--- src/design/midi_stream_message_splitter_unit_assert.svh ---
// Assertion macros shared by the MIDI message splitter RTL.
`ifndef MIDI_STREAM_MESSAGE_SPLITTER_UNIT_ASSERT_SVH
`define MIDI_STREAM_MESSAGE_SPLITTER_UNIT_ASSERT_SVH
`ifndef NO_ASSERTIONS
`define MSSU_ASSERT(label, clk, rst_n, expr) \
    label: assert property (@(posedge clk) disable iff (!rst_n) (expr)) \
        else $error("midi splitter check failed");
`define MSSU_ASSERT_IMP(label, clk, rst_n, pre, post) \
    label: assert property (@(posedge clk) disable iff (!rst_n) (pre) |-> (post)) \
        else $error("midi splitter check failed");
`else
`define MSSU_ASSERT(label, clk, rst_n, expr)
`define MSSU_ASSERT_IMP(label, clk, rst_n, pre, post)
`endif
`endif

--- src/design/mssu_pkg.sv ---
// Types, constants and decode functions for the MIDI message splitter.
package mssu_pkg;

    localparam logic [7:0] RT_FIRST    = 8'hF8;
    localparam logic [7:0] SX_START    = 8'hF0;
    localparam logic [7:0] SX_END      = 8'hF7;
    localparam logic [7:0] ST_PROG     = 8'hC0;
    localparam logic [7:0] ST_CHPRESS  = 8'hD0;
    localparam logic [7:0] STATUS_MASK = 8'h80;
    localparam logic [7:0] SYS_MTC     = 8'hF1;
    localparam logic [7:0] SYS_SONGPOS = 8'hF2;
    localparam logic [7:0] SYS_SONGSEL = 8'hF3;

    localparam logic KIND_SHORT = 1'b0;
    localparam logic KIND_SYSEX = 1'b1;

    typedef enum logic [1:0] {
        CLS_CHANNEL = 2'd0,
        CLS_SYSTEM  = 2'd1
    } pend_class_t;

    typedef struct packed {
        logic       kind;
        logic [7:0] byte0;
        logic [7:0] byte1;
        logic [7:0] byte2;
        logic [1:0] len;
        logic       sx_end;
        logic       run_end;
    } result_t;

    // Outcome of a byte seen with no message waiting for data.
    typedef struct packed {
        logic        has_res;
        result_t     res;
        logic [7:0]  rs;
        logic        sx;
        logic        pstart;
        pend_class_t pclass;
        logic [7:0]  pstatus;
        logic [1:0]  pneed;
        logic [1:0]  pcount;
        logic [7:0]  pfirst;
    } fresh_t;

    function automatic logic [1:0] need_of(input logic [7:0] s);
        logic [1:0] n;
        n = 2'd0;
        if (s < SX_START) begin
            if (s[7:4] == ST_PROG[7:4] || s[7:4] == ST_CHPRESS[7:4]) begin
                n = 2'd1;
            end else begin
                n = 2'd2;
            end
        end else if (s == SYS_MTC || s == SYS_SONGSEL) begin
            n = 2'd1;
        end else if (s == SYS_SONGPOS) begin
            n = 2'd2;
        end
        return n;
    endfunction

    function automatic result_t mk_result(input logic kind, input logic [7:0] b0,
                                          input logic [7:0] b1, input logic [7:0] b2,
                                          input logic [1:0] len, input logic sx_end);
        result_t r;
        r.kind    = kind;
        r.byte0   = b0;
        r.byte1   = b1;
        r.byte2   = b2;
        r.len     = len;
        r.sx_end  = sx_end;
        r.run_end = 1'b0;
        return r;
    endfunction

    function automatic fresh_t fresh_step(input logic [7:0] b, input logic last,
                                          input logic [7:0] rs, input logic sx);
        fresh_t     f;
        logic [1:0] nd;
        f    = '0;
        f.rs = rs;
        f.sx = sx;
        nd   = need_of(b);
        if (b >= RT_FIRST) begin
            f.has_res = 1'b1;
            f.res     = mk_result(KIND_SHORT, b, 8'd0, 8'd0, 2'd1, 1'b0);
        end else if (sx) begin
            f.sx      = (b != SX_END);
            f.has_res = 1'b1;
            f.res     = mk_result(KIND_SYSEX, b, 8'd0, 8'd0, 2'd1, b == SX_END);
        end else if (b == SX_START) begin
            f.sx      = 1'b1;
            f.rs      = 8'd0;
            f.has_res = 1'b1;
            f.res     = mk_result(KIND_SYSEX, b, 8'd0, 8'd0, 2'd1, 1'b0);
        end else if ((b & STATUS_MASK) != 8'd0) begin
            if (b >= SX_START) begin
                f.rs = 8'd0;
                if (nd != 2'd0 && !last) begin
                    f.pstart  = 1'b1;
                    f.pclass  = CLS_SYSTEM;
                    f.pstatus = b;
                    f.pneed   = nd;
                end else begin
                    f.has_res = 1'b1;
                    f.res     = mk_result(KIND_SHORT, b, 8'd0, 8'd0, 2'd1, 1'b0);
                end
            end else if (!last) begin
                f.pstart  = 1'b1;
                f.pclass  = CLS_CHANNEL;
                f.pstatus = b;
                f.pneed   = nd;
            end
        end else if (rs != 8'd0) begin
            if (need_of(rs) == 2'd1) begin
                f.has_res = 1'b1;
                f.res     = mk_result(KIND_SHORT, rs, b, 8'd0, 2'd2, 1'b0);
            end else if (!last) begin
                f.pstart  = 1'b1;
                f.pclass  = CLS_CHANNEL;
                f.pstatus = rs;
                f.pneed   = 2'd2;
                f.pcount  = 2'd1;
                f.pfirst  = b;
            end
        end
        return f;
    endfunction

endpackage

--- src/design/midi_stream_message_splitter_unit.sv ---
// MIDI byte stream splitter: running status, real-time pass-through, streamed SysEx.
//
//  channel | ports                                   | direction | per request
//  --------+-----------------------------------------+-----------+---------------------------
//  s_      | s_valid s_ready s_midi_byte             | in        | one raw byte + buffer end
//          | s_buffer_last                           |           |
//  m_      | m_valid m_ready m_msg_kind m_byte0..2   | out       | one message or SysEx byte
//          | m_msg_length m_sysex_end m_run_end      |           |
//
// A byte is taken into an input register, decoded combinationally and its results written
// into a two-entry result queue; the first result is presented from the queue once the
// byte has passed the input register and been written there. One byte per cycle is sustained
// while the result queue has room; a byte that yields two results presents them in turn on
// the single output port. Reset (aresetn low, synchronous) empties both registers and clears
// running status, SysEx and pending-message state. Either side may stall.
`include "midi_stream_message_splitter_unit_assert.svh"

module midi_stream_message_splitter_unit
    import mssu_pkg::*;
(
    input  logic       aclk,
    input  logic       aresetn,
    input  logic       s_valid,
    output logic       s_ready,
    input  logic [7:0] s_midi_byte,
    input  logic       s_buffer_last,
    output logic       m_valid,
    input  logic       m_ready,
    output logic       m_msg_kind,
    output logic [7:0] m_byte0,
    output logic [7:0] m_byte1,
    output logic [7:0] m_byte2,
    output logic [1:0] m_msg_length,
    output logic       m_sysex_end,
    output logic       m_run_end
);

    logic        ir_valid_reg;
    logic [7:0]  ir_byte_reg;
    logic        ir_last_reg;

    logic [7:0]  rs_reg, rs_next;
    logic        sx_reg, sx_next;
    logic        pact_reg, pact_next;
    pend_class_t pclass_reg, pclass_next;
    logic [7:0]  pstatus_reg, pstatus_next;
    logic [1:0]  pneed_reg, pneed_next;
    logic [1:0]  pcount_reg, pcount_next;
    logic [7:0]  pfirst_reg, pfirst_next;

    result_t     fifo_reg [2];
    logic        wr_ptr_reg;
    logic        rd_ptr_reg;
    logic [1:0]  cnt_reg;

    result_t     r0, r1;
    logic [1:0]  n_res;
    logic [1:0]  free_slots;
    logic        pop;
    logic        proc;
    fresh_t      f;

    assign pop        = m_valid && m_ready;
    assign free_slots = 2'd2 - cnt_reg + {1'b0, pop};
    assign proc       = ir_valid_reg && (n_res <= free_slots);
    assign s_ready    = !ir_valid_reg || proc;

    always_comb begin
        rs_next      = rs_reg;
        sx_next      = sx_reg;
        pact_next    = pact_reg;
        pclass_next  = pclass_reg;
        pstatus_next = pstatus_reg;
        pneed_next   = pneed_reg;
        pcount_next  = pcount_reg;
        pfirst_next  = pfirst_reg;
        r0           = '0;
        r1           = '0;
        n_res        = 2'd0;
        f            = fresh_step(ir_byte_reg, ir_last_reg, rs_reg, sx_reg);

        if (pact_reg) begin
            if (pneed_reg == 2'd2 && pcount_reg == 2'd0) begin
                if (ir_last_reg) begin
                    pact_next    = 1'b0;
                    pclass_next  = CLS_CHANNEL;
                    pstatus_next = 8'd0;
                    pneed_next   = 2'd0;
                    pcount_next  = 2'd0;
                    pfirst_next  = 8'd0;
                    // A system-common status cut off by the buffer end goes out alone and
                    // the byte that ended the buffer is decoded again as a fresh byte.
                    if (pclass_reg == CLS_SYSTEM) begin
                        r0      = mk_result(KIND_SHORT, pstatus_reg, 8'd0, 8'd0, 2'd1, 1'b0);
                        r1      = f.res;
                        n_res   = f.has_res ? 2'd2 : 2'd1;
                        rs_next = f.rs;
                        sx_next = f.sx;
                    end
                end else begin
                    pfirst_next = ir_byte_reg;
                    pcount_next = 2'd1;
                end
            end else begin
                if (pneed_reg == 2'd1) begin
                    r0 = mk_result(KIND_SHORT, pstatus_reg, ir_byte_reg, 8'd0, 2'd2, 1'b0);
                end else begin
                    r0 = mk_result(KIND_SHORT, pstatus_reg, pfirst_reg, ir_byte_reg,
                                   2'd3, 1'b0);
                end
                n_res = 2'd1;
                if (pclass_reg == CLS_CHANNEL) begin
                    rs_next = pstatus_reg;
                end
                pact_next    = 1'b0;
                pclass_next  = CLS_CHANNEL;
                pstatus_next = 8'd0;
                pneed_next   = 2'd0;
                pcount_next  = 2'd0;
                pfirst_next  = 8'd0;
            end
        end else begin
            r0      = f.res;
            n_res   = {1'b0, f.has_res};
            rs_next = f.rs;
            sx_next = f.sx;
            if (f.pstart) begin
                pact_next    = 1'b1;
                pclass_next  = f.pclass;
                pstatus_next = f.pstatus;
                pneed_next   = f.pneed;
                pcount_next  = f.pcount;
                pfirst_next  = f.pfirst;
            end
        end

        if (n_res == 2'd2) begin
            r1.run_end = 1'b1;
        end else begin
            r0.run_end = 1'b1;
        end
    end

    always_ff @(posedge aclk) begin
        if (!aresetn) begin
            ir_valid_reg <= 1'b0;
            rs_reg       <= 8'd0;
            sx_reg       <= 1'b0;
            pact_reg     <= 1'b0;
            pclass_reg   <= CLS_CHANNEL;
            pstatus_reg  <= 8'd0;
            pneed_reg    <= 2'd0;
            pcount_reg   <= 2'd0;
            pfirst_reg   <= 8'd0;
            wr_ptr_reg   <= 1'b0;
            rd_ptr_reg   <= 1'b0;
            cnt_reg      <= 2'd0;
        end else begin
            if (s_valid && s_ready) begin
                ir_valid_reg <= 1'b1;
            end else if (proc) begin
                ir_valid_reg <= 1'b0;
            end
            if (proc) begin
                rs_reg      <= rs_next;
                sx_reg      <= sx_next;
                pact_reg    <= pact_next;
                pclass_reg  <= pclass_next;
                pstatus_reg <= pstatus_next;
                pneed_reg   <= pneed_next;
                pcount_reg  <= pcount_next;
                pfirst_reg  <= pfirst_next;
                wr_ptr_reg  <= wr_ptr_reg ^ n_res[0];
                cnt_reg     <= cnt_reg + n_res - {1'b0, pop};
            end else begin
                cnt_reg <= cnt_reg - {1'b0, pop};
            end
            if (pop) begin
                rd_ptr_reg <= !rd_ptr_reg;
            end
        end
    end

    always_ff @(posedge aclk) begin
        if (s_valid && s_ready) begin
            ir_byte_reg <= s_midi_byte;
            ir_last_reg <= s_buffer_last;
        end
        if (proc && n_res != 2'd0) begin
            fifo_reg[wr_ptr_reg] <= r0;
        end
        if (proc && n_res == 2'd2) begin
            fifo_reg[!wr_ptr_reg] <= r1;
        end
    end

    assign m_valid      = (cnt_reg != 2'd0);
    assign m_msg_kind   = fifo_reg[rd_ptr_reg].kind;
    assign m_byte0      = fifo_reg[rd_ptr_reg].byte0;
    assign m_byte1      = fifo_reg[rd_ptr_reg].byte1;
    assign m_byte2      = fifo_reg[rd_ptr_reg].byte2;
    assign m_msg_length = fifo_reg[rd_ptr_reg].len;
    assign m_sysex_end  = fifo_reg[rd_ptr_reg].sx_end;
    assign m_run_end    = fifo_reg[rd_ptr_reg].run_end;

    `MSSU_ASSERT(a_queue_bound, aclk, aresetn, cnt_reg != 2'd3)
    `MSSU_ASSERT(a_no_pend_in_sysex, aclk, aresetn, !(pact_reg && sx_reg))
    `MSSU_ASSERT_IMP(a_syscommon_no_rs, aclk, aresetn,
                     pact_reg && pclass_reg == CLS_SYSTEM, rs_reg == 8'd0)
    `MSSU_ASSERT_IMP(a_sysex_shape, aclk, aresetn, m_valid && m_msg_kind == KIND_SYSEX,
                     m_msg_length == 2'd1 && m_byte1 == 8'd0 && m_byte2 == 8'd0)

endmodule

--- config.mk ---
export PLATFORM = sky130hd
export DESIGN_NAME = midi_stream_message_splitter_unit
export DESIGN_NICKNAME = d
export VERILOG_FILES = /design/src/design/mssu_pkg.sv /design/src/design/midi_stream_message_splitter_unit.sv
export VERILOG_INCLUDE_DIRS = /design/src /design/src/design
export SDC_FILE = /design/constraint.sdc
export NUM_CORES = 1
export LEC_CHECK = 0
export BUFFER_PORTS_ARGS = -buffer_cell sky130_fd_sc_hd__buf_2
export CAP_MARGIN = 20
export CELL_PAD_IN_SITES_DETAIL_PLACEMENT = 1
export CELL_PAD_IN_SITES_GLOBAL_PLACEMENT = 2
export CORE_AREA = 10 10 183 142
export CTS_BUF_LIST = sky130_fd_sc_hd__clkbuf_8
export DETAILED_ROUTE_END_ITERATION = 8
export DIE_AREA = 0 0 193 152
export PLACE_DENSITY_LB_ADDON = 0.1
export SLEW_MARGIN = 5
export SYNTH_ARGS = -nofsm -noshare
export SYNTH_HDL_FRONTEND = slang
export SYNTH_SLANG_ARGS = --single-unit
--- constraint.sdc ---
create_clock -name aclk -period 5.4 [get_ports aclk]
set_input_delay 0.54 -clock aclk [delete_from_list [all_inputs] [get_ports aclk]]
set_output_delay 0.54 -clock aclk [all_outputs]
set_load 0.1 [all_outputs]
==> flow_metrics.tcl, run 1 <==
set metrics [dict create \
    power.density_nw_per_um2 450 \
    starting_utilization_of_the_core_area 0.225 \
    worstSetupEndpointType "register" \
    synthTopCellsByArea "sky130_fd_sc_hd__edfxtp_1 (29%), sky130_fd_sc_hd__dfxtp_1 (21%), sky130_fd_sc_hd__a22o_1 (7.4%), sky130_fd_sc_hd__mux2_2 (6.7%), sky130_fd_sc_hd__nand2_1 (3.1%)" \
    synth_top_area_cell "sky130_fd_sc_hd__edfxtp_1" \
    clock_latency_ps 400 \
    leakage_nw 2.16 \
    critical_path_class "register to register" \
    power.share.combinational 0.439 \
    grt_usage 0.126 \
    synthDistinctLibCells 65 \
    setup_tns_ps 0 \
    fin_total_pwr_mw 2.65 \
    number_of_antenna_violations_at_the_first_check_in_global_routing 0 \
    grt_pass1_wl_um 28000 \
    cts_buffers 9 \
    hold-path-endpoint "ir_byte_reg[7]" \
    clock.fmax_mhz 216 \
    worst_clock_skew_ps 16.1 \
    first_global_vias 4248 \
    hold_path_depth 1 \
    wl_um 18300 \
    timing.reg2reg.worst_path_depth 13 \
    power.share.switching 0.472 \
    row_cnt 48 \
    share_of_async_settable_or_async_resettable_flops_after_synthesis 0 \
    core_area_um2 22500 \
    rr_endpoint "fifo_reg[1][2]" \
    path_max_fanout 13 \
    max_rail_drop_vdd_v 0.000187 \
    route.met2.wl_um 7890 \
    worstPathRequired_ps 5500 \
    buffers_on_ports 43 \
    gpl.final_weighted_congestion 0.778 \
    p_switching_mw 1.25 \
    synth.net_count 492 \
    rsz0062_at_grt "false" \
    post_cts_buffers 0 \
    status "finished, final reports clean" \
    grt_start_max_net_pins 30 \
    nets 537 \
    overflow 0 \
    netlist_area_um2 5060 \
    flip_flop_count_of_the_largest_register_after_layout 58 \
    hold_start "s_midi_byte[7]" \
    min_period_over_period 0.857 \
    finalMaxSlewViolations 0 \
    max-cap-violations 0 \
    maxUsedRoutingLayer "met4" \
    avgSynthCellArea_um2 10.7 \
    drive_above_1_share 0.250 \
    finalSetupViolations 0 \
    remaining_drc_errors 0 \
    ctsLongestPathBuffers 2 \
    via_count 4039 \
    per_cell_via_count_in_the_routed_design 4.91 \
    post_cts_sizing_count 0 \
    crit_arrival_ps 4720 \
    post_cts_hold_buffer_count 0 \
    worstSetupStartpointType "register" \
    routed-wl-met3_um 650 \
    synth.most_common_cell "sky130_fd_sc_hd__dfxtp_1" \
    postSynthCellCount 473 \
    slew-limit-headroom 0.432 \
    antenna-diode-count 0 \
    floorplan.die_area_um2 29300 \
    clkSinkCount 103 \
    r2r_setup_slack_ps 770 \
    drt_first_iter_violations 208 \
    synth-seq-cells 103 \
    ys_dominant_reg_cell "sky130_fd_sc_hd__dfxtp_1" \
    detail_route.wl_per_cell_um 22.2 \
    drtPass1Iterations 4 \
    hold_path_class "input port to register" \
    met1_length_um 9580 \
    post_route_ant_nets 0 \
    pwr-share-seq 0.361 \
    layout_min_cycle_time_ps 4630 \
    worst_slew_pin_slew_ps 849 \
    synthesis.yosys.warnings 0 \
    synth.top_cell.area_share 0.291 \
    timing_hold_violations_final 0 \
    synth_sequential_area_ratio 0.504 \
    cts.htree.levels 3 \
    clk_pin_slew_ps 110 \
    clkPwrFrac 0.201 \
    hpwl_um 13700 \
    root_buffer "sky130_fd_sc_hd__clkbuf_8" \
    die_width_um 193 \
    timing.critical_path.from "ir_byte_reg[2]" \
    flow.area_growth_from_synthesis_pct 16.3 \
    tritoncts "yes" \
    origin_of_the_critical_flop_to_flop_path "ir_byte_reg[2]" \
    fillCellCount 2576 \
    number_of_flops_mapped_to_enable_cells_by_yosys 49 \
    io_pins 44 \
    power.internal_mw 1.40 \
    die_height_um 152 \
    post_synth_most_frequent_cells "sky130_fd_sc_hd__dfxtp_1 (54), sky130_fd_sc_hd__edfxtp_1 (49), sky130_fd_sc_hd__a22o_1 (43)" \
]
[critical path, stage by stage, from the launching register on]
cell                       delay, ps
sky130_fd_sc_hd__edfxtp_1        600
sky130_fd_sc_hd__or2_1           440
sky130_fd_sc_hd__o41ai_4         530
sky130_fd_sc_hd__nand2_2         230
sky130_fd_sc_hd__o22ai_1         220
sky130_fd_sc_hd__buf_4           170
sky130_fd_sc_hd__ha_1            140
sky130_fd_sc_hd__nor2b_1          60
sky130_fd_sc_hd__o21ai_1         530
sky130_fd_sc_hd__nand3_1         180
sky130_fd_sc_hd__a31oi_1         420
sky130_fd_sc_hd__nor2_2          200
sky130_fd_sc_hd__inv_1           290
sky130_fd_sc_hd__buf_4           290
[how the worst max path moves through the flow]
stage                           end  cells past startpoint  slack [ps]
floorplan            ir_byte_reg[0]                      9        1090
global placement     fifo_reg[0][1]                     13         800
detailed placement  fifo_reg[1][28]                     13         740
CTS                  fifo_reg[1][2]                     13         710
global route         fifo_reg[1][2]                     13         240
finish               fifo_reg[1][2]                     13         770
[metal layers]
layer / vias to the layer above / GRT usage
met5: - / 0
met4: 0 / 0.0318
met3: 15 / 0.0233
met2: 65 / 0.183
met1: 2059 / 0.187
li1: 1900 / -
[area by class of cell]
class,count,area [um2],area share
clock buffers,9,124,0.0210
clock inverters,7,88.8,0.0151
inverters,15,56.3,0.00956
multi-input cells,329,2350,0.399
flip-flops and latches,103,2550,0.434
well taps,300,375,0.0638
repair buffers,60,343,0.0582
[cells in the final DEF (no fill, tap or decap), types with 13 or more instances in the layout]
cell type	instances
sky130_fd_sc_hd__dfxtp_1	54
sky130_fd_sc_hd__edfxtp_1	49
sky130_fd_sc_hd__a22o_1	43
sky130_fd_sc_hd__buf_2	43
sky130_fd_sc_hd__nand2_1	42
sky130_fd_sc_hd__nor2_1	38
sky130_fd_sc_hd__mux2_2	30
sky130_fd_sc_hd__o21ai_0	17
sky130_fd_sc_hd__a21oi_1	16
sky130_fd_sc_hd__buf_4	16
sky130_fd_sc_hd__inv_1	14
sky130_fd_sc_hd__mux2i_1	13
[power groups by stage]
| stage | logic, mW | registers [mW] | clock network, mW |
|---|---|---|---|
| 2_1_floorplan | 0.953 | 0.948 | 0 |
| 6_report | 1.16 | 0.955 | 0.531 |
| 5_1_grt | 1.24 | 0.968 | 0.582 |
| 4_1_cts | 1.18 | 0.956 | 0.555 |
| 3_5_place_dp | 1.18 | 0.974 | 0 |
| 3_3_place_gp | 1.18 | 0.972 | 0 |
[per-stage QoR]
| stage | hold WS [ps] | cells | utilization | worst slack (ps) | cell area [um2] |
|---|---|---|---|---|---|
| 2_1_floorplan | 434 | 473 | - | 1090 | 5060 |
| 3_3_place_gp | 459 | 806 | 0.252 | 797 | 5670 |
| 3_5_place_dp | 456 | 806 | 0.252 | 742 | 5670 |
| 4_1_cts | 288 | 822 | 0.261 | 706 | 5880 |
| 5_1_grt | 291 | 823 | 0.261 | 238 | 5890 |
| 6_report | 313 | 823 | 0.261 | 771 | 5890 |
[cell families after synthesis]
group,share of synthesized area
buffers and inverters,0.0329
DFF,0.504
xor gates and xnor gates,0.00693
muxes,0.0925
and+or+nand+nor,0.128
AOI/OAI and AO/OA,0.221
adders and majority gates,0.0148
Note: power is estimated with default switching activity, not from simulation.
==> inputs of run 2 (changes only) <==
Settings changed: RECOVER_POWER set to 100.
==> flow_metrics.tcl, run 2 (synthesized netlist as in run 1, its figures left out) <==
set metrics [dict create \
    status "finished, violations left" \
    violated_checks "max-capacitance violations, max-slew violations" \
    floorplan.die_area_um2 29300 \
    finalMaxSlewViolations 30 \
    power.density_nw_per_um2 451 \
    row_cnt 48 \
    post_route_ant_nets 0 \
    slew-limit-headroom -0.244 \
    clk_pin_slew_ps 100 \
    post_cts_buffers 0 \
    cts_buffers 9 \
    cpMostUsedCell "sky130_fd_sc_hd__buf_4" \
    multi_input_comb_area_um2 2340 \
    drtPass1Iterations 4 \
    worst_slew_pin_slew_ps 1870 \
    r2r_setup_slack_ps 690 \
    power.share.switching 0.476 \
    ctsLongestPathBuffers 2 \
    hold_start "s_midi_byte[7]" \
    detail_route.wl_per_cell_um 22.3 \
    flow.area_growth_from_synthesis_pct 15.2 \
    finalSetupViolations 0 \
    hpwl_um 13700 \
    p_switching_mw 1.25 \
    stdcell_area_um2 5830 \
    die_width_um 193 \
    antenna-diode-count 0 \
    fillCellCount 2589 \
    worstPathRequired_ps 5490 \
    clkSinkCount 103 \
    wl_um 18400 \
    worstSetupStartpointType "register" \
    cts.htree.levels 3 \
    origin_of_the_critical_flop_to_flop_path "ir_byte_reg[2]" \
    placement.cell_area_um2 5670 \
    core_area_um2 22500 \
    worst_clock_skew_ps 16.1 \
    first_global_vias 4248 \
    final_standard_cell_count_with_taps_included_and_fillers_excluded 823 \
    layout_min_cycle_time_ps 4710 \
    path_max_fanout 13 \
    setup_tns_ps 0 \
    critical-path-top-delay-family "simple AND/OR/NAND/NOR gates" \
    io_pins 44 \
    max_rail_drop_vdd_v 0.000175 \
    starting_utilization_of_the_core_area 0.225 \
    clkPwrFrac 0.202 \
    rsz0062_at_grt "false" \
    number_of_antenna_violations_at_the_first_check_in_global_routing 0 \
    hold-path-endpoint "ir_byte_reg[7]" \
    leakage_nw 2.05 \
    per_cell_via_count_in_the_routed_design 4.92 \
    clock.fmax_mhz 212 \
    timing.critical_path.from "ir_byte_reg[2]" \
    mostFrequentLayoutCell "sky130_fd_sc_hd__dfxtp_1" \
    buffers_on_ports 43 \
    area.sequential_um2 2550 \
    hold_path_class "input port to register" \
    grt_start_max_net_pins 30 \
    power.internal_mw 1.38 \
    drt_first_iter_violations 201 \
    nets 537 \
    crit_buf_inv 3 \
    die_height_um 152 \
    critical_path_class "register to register" \
    timing.reg2reg.worst_path_depth 13 \
    overflow 0 \
    crit_arrival_ps 4790 \
    crit_slowest_cell "sky130_fd_sc_hd__edfxtp_1" \
    pwr-share-seq 0.364 \
    via_count 4050 \
    post_cts_hold_buffer_count 0 \
    grt_pass1_wl_um 28000 \
    hold_path_depth 1 \
    post_cts_sizing_count 0 \
    post-place-cells 806 \
    gpl.final_weighted_congestion 0.778 \
    timing_hold_violations_final 0 \
    power.share.combinational 0.434 \
    grt_usage 0.126 \
    max-cap-violations 1 \
    worstPathCellList "or2_0, o41ai_4, nand2_2, o22ai_1, buf_4, ha_1, nor2b_1, o21ai_1, nand2_1, nor2_1, nor2_4, inv_1, buf_4" \
    tritoncts "yes" \
    layout.cells.most_common_list "sky130_fd_sc_hd__dfxtp_1 (54), sky130_fd_sc_hd__edfxtp_1 (49), sky130_fd_sc_hd__a22o_1 (43)" \
    root_buffer "sky130_fd_sc_hd__clkbuf_8" \
    min_period_over_period 0.872 \
    drive_above_1_share 0.182 \
    remaining_drc_errors 0 \
    clock_latency_ps 400 \
    worstSetupEndpointType "register" \
    flip_flop_count_of_the_largest_register_after_layout 58 \
    cp_slowest_stage_delay_ps 600 \
    number_of_logic_stages_on_the_critical_path_including_buffering 13 \
    rr_endpoint "fifo_reg[0][0]" \
]
[run 2: how the worst max path moves through the flow]
stage,to,slack [ps]
3_3_place_gp,fifo_reg[0][1],800
5_1_grt,fifo_reg[1][2],160
6_report,fifo_reg[0][0],690
4_1_cts,fifo_reg[1][2],710
2_1_floorplan,ir_byte_reg[0],1090
3_5_place_dp,fifo_reg[1][28],740
[run 2: layer usage]
layer  GRT usage  up-vias  wire length [um]  part of all wire
met4      0.0318        0               204             0.011
met3      0.0233       17               670             0.036
met2       0.183       73              7880              0.43
met5           0        -                 0                 0
li1            -     1898                 -                 -
met1       0.187     2062              9610              0.52
[run 2: cell type report]
| class | instances | area share |
|---|---|---|
| Sequential cell | 103 | 0.438 |
| Clock buffer | 9 | 0.0212 |
| Inverter | 15 | 0.00966 |
| Tap cell | 300 | 0.0644 |
| Timing Repair Buffer | 60 | 0.0496 |
| Clock inverter | 7 | 0.0152 |
| Multi-Input combinational cell | 329 | 0.402 |
[run 2: stage by stage]
step / power (mW) / util / worst slack (ps) / hold WS (ps)
after detailed placement: 2.15 / 0.252 / 742 / 456
after global routing: 2.78 / 0.259 / 159 / 291
final: 2.63 / 0.259 / 692 / 314
after global placement: 2.15 / 0.252 / 797 / 459
after floorplan: 1.90 / - / 1090 / 434
after CTS: 2.69 / 0.261 / 706 / 288
[run 2: worst reg2reg max path: cells and delay by family (launching register included)]
kind,cells,cell delay (ps)
and+or+nand+nor,6,1550
AOI/OAI and AO/OA,3,1300
adders and majority gates,1,140
buffers and inverters,3,800
DFF,1,600
[run 2: power by group through the flow]
stage / clock [mW] / combinational (mW) / sequential (mW)
floorplan: 0 / 0.953 / 0.948
global placement: 0 / 1.18 / 0.972
detailed placement: 0 / 1.18 / 0.974
CTS: 0.555 / 1.18 / 0.956
global route: 0.582 / 1.23 / 0.968
finish: 0.530 / 1.14 / 0.955
==> inputs of run 3 (changes only) <==
Settings changed: CELL_PAD_IN_SITES_DETAIL_PLACEMENT 1 to not set, CELL_PAD_IN_SITES_GLOBAL_PLACEMENT 2 to not set, PLACE_DENSITY_LB_ADDON 0.1 to not set.
==> flow_metrics.tcl, run 3 (synthesized netlist as in run 1, its figures left out) <==
set metrics [dict create \
    layout.cells.most_common_list "sky130_fd_sc_hd__dfxtp_1 (54), sky130_fd_sc_hd__edfxtp_1 (49), sky130_fd_sc_hd__nand2_1 (43), sky130_fd_sc_hd__a22o_1 (43), sky130_fd_sc_hd__nor2_1 (39)" \
    clock.fmax_mhz 212 \
    finish.utilization 0.256 \
    buffers_on_ports 43 \
    detail_route.wl_per_cell_um 18.8 \
    flow.area_growth_from_synthesis_pct 13.9 \
    violated_checks "max-capacitance violations, max-slew violations" \
    cts_buffers 9 \
    pwr-share-seq 0.371 \
    io_pins 44 \
    core_area_um2 22500 \
    via_count 4012 \
    cp_slowest_stage_delay_ps 920 \
    slew-limit-headroom -0.177 \
    drt_first_iter_violations 408 \
    power.share.switching 0.485 \
    rr_endpoint "fifo_reg[1][20]" \
    r2r_setup_slack_ps 770 \
    power.density_nw_per_um2 449 \
    timing.reg2reg.worst_path_depth 12 \
    setup_tns_ps 0 \
    wl_um 15400 \
    critical-path-top-delay-family "compound AO/OA/AOI/OAI gates" \
    post_cts_hold_buffer_count 0 \
    leakage_nw 2.02 \
    clock_latency_ps 390 \
    first_global_vias 3729 \
    placement.cell_area_um2 5630 \
    status "finished, violations left" \
    stdcell_area_um2 5770 \
    post_cts_buffers 0 \
    hold_path_depth 1 \
    worstSetupStartpointType "register" \
    path_max_fanout 15 \
    floorplan.die_area_um2 29300 \
    tritoncts "yes" \
    grt_start_max_net_pins 30 \
    drive_above_1_share 0.162 \
    root_buffer "sky130_fd_sc_hd__clkbuf_8" \
    max_rail_drop_vdd_v 0.000268 \
    worst_slew_pin_slew_ps 1770 \
    clkPwrFrac 0.194 \
    worstPathCellList "or2_0, o41ai_4, nand2_1, o22ai_1, ha_1, nor2b_1, o211ai_1, clkbuf_1" \
    per_cell_via_count_in_the_routed_design 4.90 \
    clk_pin_slew_ps 110 \
    nets 532 \
    worst_clock_skew_ps 14.8 \
    post_route_ant_nets 0 \
    row_cnt 48 \
    post-place-cells 802 \
    finalMaxSlewViolations 30 \
    grt_pass1_wl_um 23500 \
    p_switching_mw 1.26 \
    crit_arrival_ps 4170 \
    hold-path-endpoint "ir_byte_reg[5]" \
    remaining_drc_errors 0 \
    timing_hold_violations_final 0 \
    hold_start "s_midi_byte[5]" \
    number_of_antenna_violations_at_the_first_check_in_global_routing 0 \
    die_height_um 152 \
    worstSetupEndpointType "output pin" \
    layout_min_cycle_time_ps 4710 \
    clkSinkCount 103 \
    overflow 0 \
    power.share.combinational 0.435 \
    hpwl_um 11500 \
    drtPass1Iterations 5 \
    max-cap-violations 1 \
    fin_total_pwr_mw 2.59 \
    power.internal_mw 1.33 \
    critical_path_class "register to output pin" \
    flip_flop_count_of_the_largest_register_after_layout 58 \
    antenna-diode-count 0 \
    die_width_um 193 \
    cts.htree.levels 3 \
    mostFrequentLayoutCell "sky130_fd_sc_hd__dfxtp_1" \
    fillCellCount 2411 \
    ctsLongestPathBuffers 2 \
    crit_buf_inv 1 \
    final_standard_cell_count_with_taps_included_and_fillers_excluded 818 \
    worstPathRequired_ps 4860 \
    hold_path_class "input port to register" \
    grt_usage 0.103 \
    rsz0062_at_grt "false" \
    finalSetupViolations 0 \
    post_cts_sizing_count 0 \
    starting_utilization_of_the_core_area 0.225 \
    gpl.final_weighted_congestion 0.969 \
    origin_of_the_critical_flop_to_flop_path "ir_byte_reg[3]" \
    min_period_over_period 0.873 \
    crit_slowest_cell "sky130_fd_sc_hd__clkbuf_1" \
]
-- run 3: cell count changes in the layout (fill, tap and decap cells not counted), sizes merged --
cell      before  now
bufinv         1    0
clkinvlp       1    0
clkinv         2    4
buf           24   19
-- run 3: worst max-delay path by stage --
stage                            endpoint            from  slack (ps)  cells after the start
after floorplan            ir_byte_reg[0]  ir_byte_reg[3]        1090                      9
after global placement    fifo_reg[0][20]  ir_byte_reg[3]        1230                     11
after detailed placement  fifo_reg[0][20]  ir_byte_reg[3]        1110                     11
after CTS                 fifo_reg[0][20]  ir_byte_reg[3]        1090                     11
after global routing              s_ready  ir_byte_reg[3]         360                      8
final                             s_ready  ir_byte_reg[3]         690                      8
-- run 3: layer usage --
| layer | vias up | global-route usage | wire [um] |
|---|---|---|---|
| li1 | 1882 | - | - |
| met2 | 191 | 0.116 | 5480 |
| met5 | - | 0 | 0 |
| met1 | 1931 | 0.171 | 8160 |
| met4 | 0 | 0.0190 | 77 |
| met3 | 8 | 0.0382 | 1640 |
-- run 3: through the flow --
stage          hold WS, ps  worst slack [ps]
3_5_place_dp           455              1110
2_1_floorplan          434              1090
6_report               323               687
4_1_cts                313              1090
3_3_place_gp           454              1230
5_1_grt                300               358
-- run 3: layout make-up --
cell class / instances / area (um2) / area share
Sequential cell: 103 / 2550 / 0.443
Multi-Input combinational cell: 329 / 2320 / 0.402
Tap cell: 300 / 375 / 0.0651
Timing Repair Buffer: 55 / 251 / 0.0436
Clock buffer: 9 / 124 / 0.0215
Clock inverter: 7 / 88.8 / 0.0154
Inverter: 15 / 56.3 / 0.00977
-- run 3: power by group through the flow --
stage                     logic (mW)  registers [mW]  clock network (mW)
after floorplan                0.953           0.948                   0
after global placement          1.15           0.978                   0
after detailed placement        1.15           0.977                   0
after CTS                       1.16           0.960               0.515
after global routing            1.20           0.973               0.545
final                           1.13           0.962               0.502
